==> src/design/plist_pkg.sv <==
// Shared types, constants and helpers for the positional insert list.
`default_nettype none
package plist_pkg;

  // List depth and derived widths
  localparam int DEPTH = 64;
  localparam int CNT_W = $clog2(DEPTH + 1);
  localparam int IDX_W = (DEPTH > 1) ? $clog2(DEPTH) : 1;
  localparam int POS_W = 7;
  localparam int VAL_W = 32;
  localparam int ST_W  = 3;

  // Command codes
  localparam logic CMD_INSERT = 1'b0;
  localparam logic CMD_SPLIT  = 1'b1;

  // Result status codes
  localparam logic [ST_W-1:0] ST_INSERTED = 3'd0;
  localparam logic [ST_W-1:0] ST_FULL     = 3'd1;
  localparam logic [ST_W-1:0] ST_BADPOS   = 3'd2;
  localparam logic [ST_W-1:0] ST_ELEMENT  = 3'd3;
  localparam logic [ST_W-1:0] ST_EMPTY    = 3'd4;

  // Cell operations
  localparam logic [1:0] CELL_HOLD   = 2'd0;
  localparam logic [1:0] CELL_SHIFT  = 2'd1;
  localparam logic [1:0] CELL_LOAD   = 2'd2;
  localparam logic [1:0] CELL_ROTATE = 2'd3;

  typedef struct packed {
    logic                    command;
    logic [POS_W-1:0]        position;
    logic signed [VAL_W-1:0] value;
  } cmd_t;

  typedef struct packed {
    logic [ST_W-1:0]         status;
    logic signed [VAL_W-1:0] element;
    logic                    group;
    logic [POS_W-1:0]        entry_count;
    logic                    last;
  } res_t;

  // Per-cell control word
  typedef struct packed {
    logic [1:0] op;
    logic       wrap;
  } cell_ctl_t;

  function automatic logic is_positive(input logic [VAL_W-1:0] v);
    is_positive = (v != '0) && !v[VAL_W-1];
  endfunction

endpackage
`default_nettype wire

==> src/design/plist_cell.sv <==
// One storage cell of the list chain: hold, shift up, load or rotate down.
`default_nettype none
module plist_cell
  import plist_pkg::*;
(
  input  wire logic             clk,
  input  wire cell_ctl_t        ctl,
  input  wire logic [VAL_W-1:0] left,
  input  wire logic [VAL_W-1:0] right,
  input  wire logic [VAL_W-1:0] head,
  input  wire logic [VAL_W-1:0] load_val,
  output logic      [VAL_W-1:0] q
);

  logic [VAL_W-1:0] q_next;

  // next value select
  always_comb begin
    case (ctl.op)
      CELL_HOLD:   q_next = q;
      CELL_SHIFT:  q_next = left;
      CELL_LOAD:   q_next = load_val;
      CELL_ROTATE: q_next = ctl.wrap ? head : right;
      default:     q_next = q;
    endcase
  end

  always_ff @(posedge clk) begin
    q <= q_next;
  end

endmodule
`default_nettype wire

==> config.mk <==
export PLATFORM = sky130hd
export DESIGN_NAME = plist_cell
export DESIGN_NICKNAME = d
export VERILOG_FILES = /design/src/design/plist_pkg.sv /design/src/design/plist_cell.sv
export SDC_FILE = /design/constraint.sdc
export NUM_CORES = 1
export LEC_CHECK = 0
export ABC_CLOCK_PERIOD_IN_PS = 1750
export BUFFER_PORTS_ARGS = -buffer_cell sky130_fd_sc_hd__buf_2
export CAP_MARGIN = 20
export CORE_MARGIN = 4
export CORE_UTILIZATION = 38
export DETAILED_ROUTE_END_ITERATION = 7
export PLACE_DENSITY = 0.78
export SLEW_MARGIN = 20
export SYNTH_ARGS = -nofsm -noshare
export SYNTH_HDL_FRONTEND = slang
export SYNTH_SLANG_ARGS = --single-unit
==> constraint.sdc <==
create_clock -name clk -period 1.75 [get_ports clk]
set_input_delay 0 -clock clk [delete_from_list [all_inputs] [get_ports clk]]
set_output_delay 0 -clock clk [all_outputs]
set_load 0.02 [all_outputs]
[Yosys cells after proc, flatten, opt, wreduce, memory -nomap -nowiden]
Cells that the tools add are included.
Cells by class
  equal/unequal tests: 3
  reductions and logical operators: 1
  mux-type cells: 2
Operator list (count)
  $pmux W32 S3: 1
  $mux W32: 1
  $eq A2 B2 Y1 const B: 2
  $eq A2 B1 Y1 const B: 1
  $logic_not A2 Y1: 1
Word-level totals
  output and inout port bits: 32
  word-level logic and storage cells: 7
  bits in registers: 32
  input bits: 132

[Longest topological paths before layout]
  depth after elaboration: 2
  gate-level depth with buffers: 5
  depth with buffers taken out: 2

[Least setup slack after synthesis]
OpenSTA, ideal clock, no wires.
  path kind: input to register
  start point: input port ctl[2] (netlist bit)
  end point: register q[0], enable pin
  path slack: 437 ps
  required time: 1375 ps
  data arrival time: 938 ps
  buffers on the path: 2
  stages on the path: 3
  setup time: 375 ps
  path through: buf_2 -> buf_1 -> or2_2
Between the ends
  cells in the longest elaborated chain, start to end: 1
Ends and longest elaborated chain
  from (decl): RTL line plist_cell.sv:7  | input wire cell_ctl_t ctl,
  $logic_not A2 Y1: RTL line plist_cell.sv:19  | case (ctl.op)
  to (signal assigned): RTL line plist_cell.sv:29  | q <= q_next;
  to (decl): RTL line plist_cell.sv:12  | output logic [VAL_W-1:0] q
Every way passes these cells.
A chain may end at the register's enable or synchronous reset.

[Final worst setup path]
  start point: input port ctl[1] (netlist bit)
  end point: register q[15] (data pin)
Between the ends
  cells in the longest elaborated chain, start to end: 2
  elaborated cells between the ends (all ways): 4
  those cells by class: eq/ne: 3; mux: 1
Ends and longest elaborated chain
  $eq A2 B2 Y1 or $eq A2 B1 Y1 (tied branches): RTL line plist_cell.sv:19
  $pmux W32 S3 *: RTL line plist_cell.sv:19
  via q_next[15]: RTL line plist_cell.sv:15  | logic [VAL_W-1:0] q_next;
Mark *: on every way through the listed nets, which the timed path passes. The rest lies on a longest branch.

==> results.txt <==
- Number of hold-slack violations in the final timing report: 0
* Clock-pin slew on the worst setup and hold paths: ~0.070 ns
* Ys Warns: 0
- In the post-synthesis netlist, the biggest area contributors are sky130_fd_sc_hd__edfxtp_1 46%, sky130_fd_sc_hd__mux2i_1 13%, sky130_fd_sc_hd__nand3b_1 10%.
* First-pass iteration count of the detailed router: 4
- The core region is approximately 5200 um2.
- Sequential element share of the synthesized area: a little under half
- Along the worst path, the maximum fanout reaches 32.
- Number of buffers added by the clock tree synthesis step: 5
- Sink Count: 32
- Total congestion overflow after global routing: 0
* Time the final worst path needs with I/O delays and setup: about 1.0 ns
- RSZ-0062 raised after global routing: false
- Together, buffers and inverters on the worst path number 1.
- CTS placed an instance of sky130_fd_sc_hd__clkbuf_8 at the clock tree root.
- For this run, design rule violations remaining after detail routing come to 0.
- The worst hold path begins at left[20].
- Worst Hold Path Cells: 3
- Data arrives at the worst endpoint at between 1 and 1.5 ns.
- Count of state elements after synthesis: 32
- After legalization and detailed placement, the total HPWL measured a little under 5000 um.
- Compared with the post-synthesis result, the final layout area differs by 44.1%.
* Critical path endpoint category: register
- Worst Max-Slew Pin Slew: around 0.55 ns
- Total power per unit cell area: ~700 nW/um2
* Final net count: about 470
- Across the run, the number of max-cap violations was 0.
- In this run the worst hold path is classified as in2reg.
- Gates resized during post-CTS repair numbered 0.
* Final worst path period share: around three fifths
- Vias per std cell: ~4.9
- In this run the mean area of a mapped cell was approximately 12 um2.
- For this design the static power due to leakage is about 1.4 nW.
- Placed cell count: about 400
- Worst-case vdd ir drop: around 340 uV
* H-Tree Depth: 2
* Critical path start-end classification: in2reg
- Global-route met2 utilization: between 30 and 40%
* Number of antenna violations at the first check in global routing: 0
* Pin count of the biggest net entering global routing: 33
* Placement row count: 26
- Gr usage total: between 15 and 20%
- Global placer's final weighted congestion: roughly 0.7
- # fillers: 466
- At the worst endpoint, the required time is around 1.9 ns.
- Largest registers ranked by flip-flop count: q x32
* Number of distinct library cells after synthesis: 17
- Area enclosed by the die boundary: between 6000 and 7000 um2
- Port buffer count: 163
- Global-route wire length before repair: around 9000 um
- Hold-fix buffers, CTS: 0
- Clock tree from TritonCTS: yes
- Number of flip-flops in the largest register: 32
* Aggregate routed wire length: between 6000 and 7000 um
- The largest total area in the synthesized netlist belongs to sky130_fd_sc_hd__edfxtp_1.
- Setup violations, final: 0
- Result of the run: finished, final reports clean
- The number of pins exceeding their max-slew limit in the final report came to 0.
* Overall die height: just over 80 um
- Hold Crit Endpoint: q[20]
- Number of buffers on the longest clock path: 2
* F_max: between 0.9 and 1 GHz
- Once detail routing completed, the nets flagged for antenna violations numbered 0.
- Measured along the x axis, the die boundary spans 82.1 um.
- met2 is the most crowded layer.
* Post-CTS setup repair buffer count: 0
- Walking the worst path, the cells encountered are buf_2, nand2_2, o211ai_1.
- Among cell families on the critical path, the largest total delay comes from simple AND/OR/NAND/NOR gates.
* Fraction of final layout cells with drive strength greater than 1: roughly 53%
* Syn nets: around 310
- The cell area that synthesis handed to floorplanning was about 2100 um2.
- Total number of vias: 2009
- Final std cells w/o fill: between 400 and 500
- Delay contributed by the slowest stage of the critical path: approximately 0.44 ns
- Setup TNS: 0 ns
- In this run the biggest area consumer among cell types represents 46.1% of the synthesized area.
- Top-Level Pins: 164
* Met1 track demand over resource: a little under a fifth
- Synthesis produced a netlist whose cell count is about 180.
* Headroom to the max-slew limit: a little over three fifths
- Share of the core filled with cells: roughly 58%
- 0 antenna diodes ended up in the layout.
- Met3 usage: just under 6%
- Dividing the detail-routed wire length by the instance count gives roughly 15 um.
* Initial drt markers: 61
- Initial standard-cell utilization of the core: between 40% and 50%
- Startpoint types: input pin
- The via count of the first global-routing pass was around 2.0k.
- For this design, the slowest cell found on the critical path is sky130_fd_sc_hd__nand2_2.
- More flip-flops sit in one register than any other, and that register is q.
* Tot Pwr: 2.10 mW
-- metal layers --
| layer | vias to the layer above | routed length (um) |
|---|---|---|
| met3 | 4 | 761 |
| met4 | 0 | 58 |
| met1 | 898 | 2100 |
| li1 | 994 | - |
| met2 | 113 | 3120 |
| met5 | - | 0 |
-- synthesized netlist by cell type (all sizes together) --
cell type	instances
nand2b	28
or2	1
mux2i	28
a221o	4
nand2	1
mux2	4
buf	12
o211ai	28
nand3b	28
edfxtp	32
clkbuf	4
nor2b	5
and2	1
-- power by group --
group | internal [mW] | switching (mW)
sequential | 0.955 | 0.0195
clock | 0.277 | 0.255
combinational | 0.275 | 0.319
-- cell families after synthesis --
group / Yosys count / synth area share [%]
multiplexers: 32 / 15.8
flip-flops: 32 / 46.1
AND/OR/NAND/NOR: 64 / 20.9
buffers and inverters: 16 / 5.22
AO/OA/AOI/OAI: 32 / 12.0
-- how the worst max path moves through the flow --
| stage | startpoint | endpoint | slack [ns] | cells past startpoint |
|---|---|---|---|---|
| 2_1_floorplan | ctl[2] | q[0] | 0.44 | 3 |
| 3_3_place_gp | ctl[1] | q[27] | 0.42 | 3 |
| 3_5_place_dp | ctl[1] | q[1] | 0.38 | 3 |
| 4_1_cts | ctl[1] | q[1] | 0.66 | 3 |
| 5_1_grt | ctl[1] | q[1] | 0.53 | 3 |
| 6_report | ctl[1] | q[15] | 0.71 | 3 |
-- layout make-up --
| class | count | area (um2) | share of cell area, % |
|---|---|---|---|
| clock inverters | 1 | 3.75 | 0.125 |
| repair buffers | 169 | 861 | 28.7 |
| multi-input cells | 128 | 1010 | 33.8 |
| flip-flops and latches | 32 | 961 | 32.0 |
| well taps | 70 | 87.6 | 2.92 |
| clock buffers | 7 | 76.3 | 2.54 |
-- placed cells by master, fill, tap and decap left out, drive strengths merged --
cell type and instances:
mux2i 28, nand2 1, or2 1, nor2b 5
a221o 4, o211ai 28, mux2 4, edfxtp 32
clkbuf 7, clkinv 1, buf 169, nand3b 28
nand2b 28, and2 1
-- per-stage QoR --
stage	hold slack, ns	instance area (um2)	setup WS (ns)
after floorplan	0.213	2080	0.437
after global placement	0.298	2920	0.417
after detailed placement	0.304	2920	0.377
after CTS	0.0185	3000	0.662
after global routing	0.0119	3000	0.534
final	0.0217	3000	0.711
(Power assumes the default switching activity.)
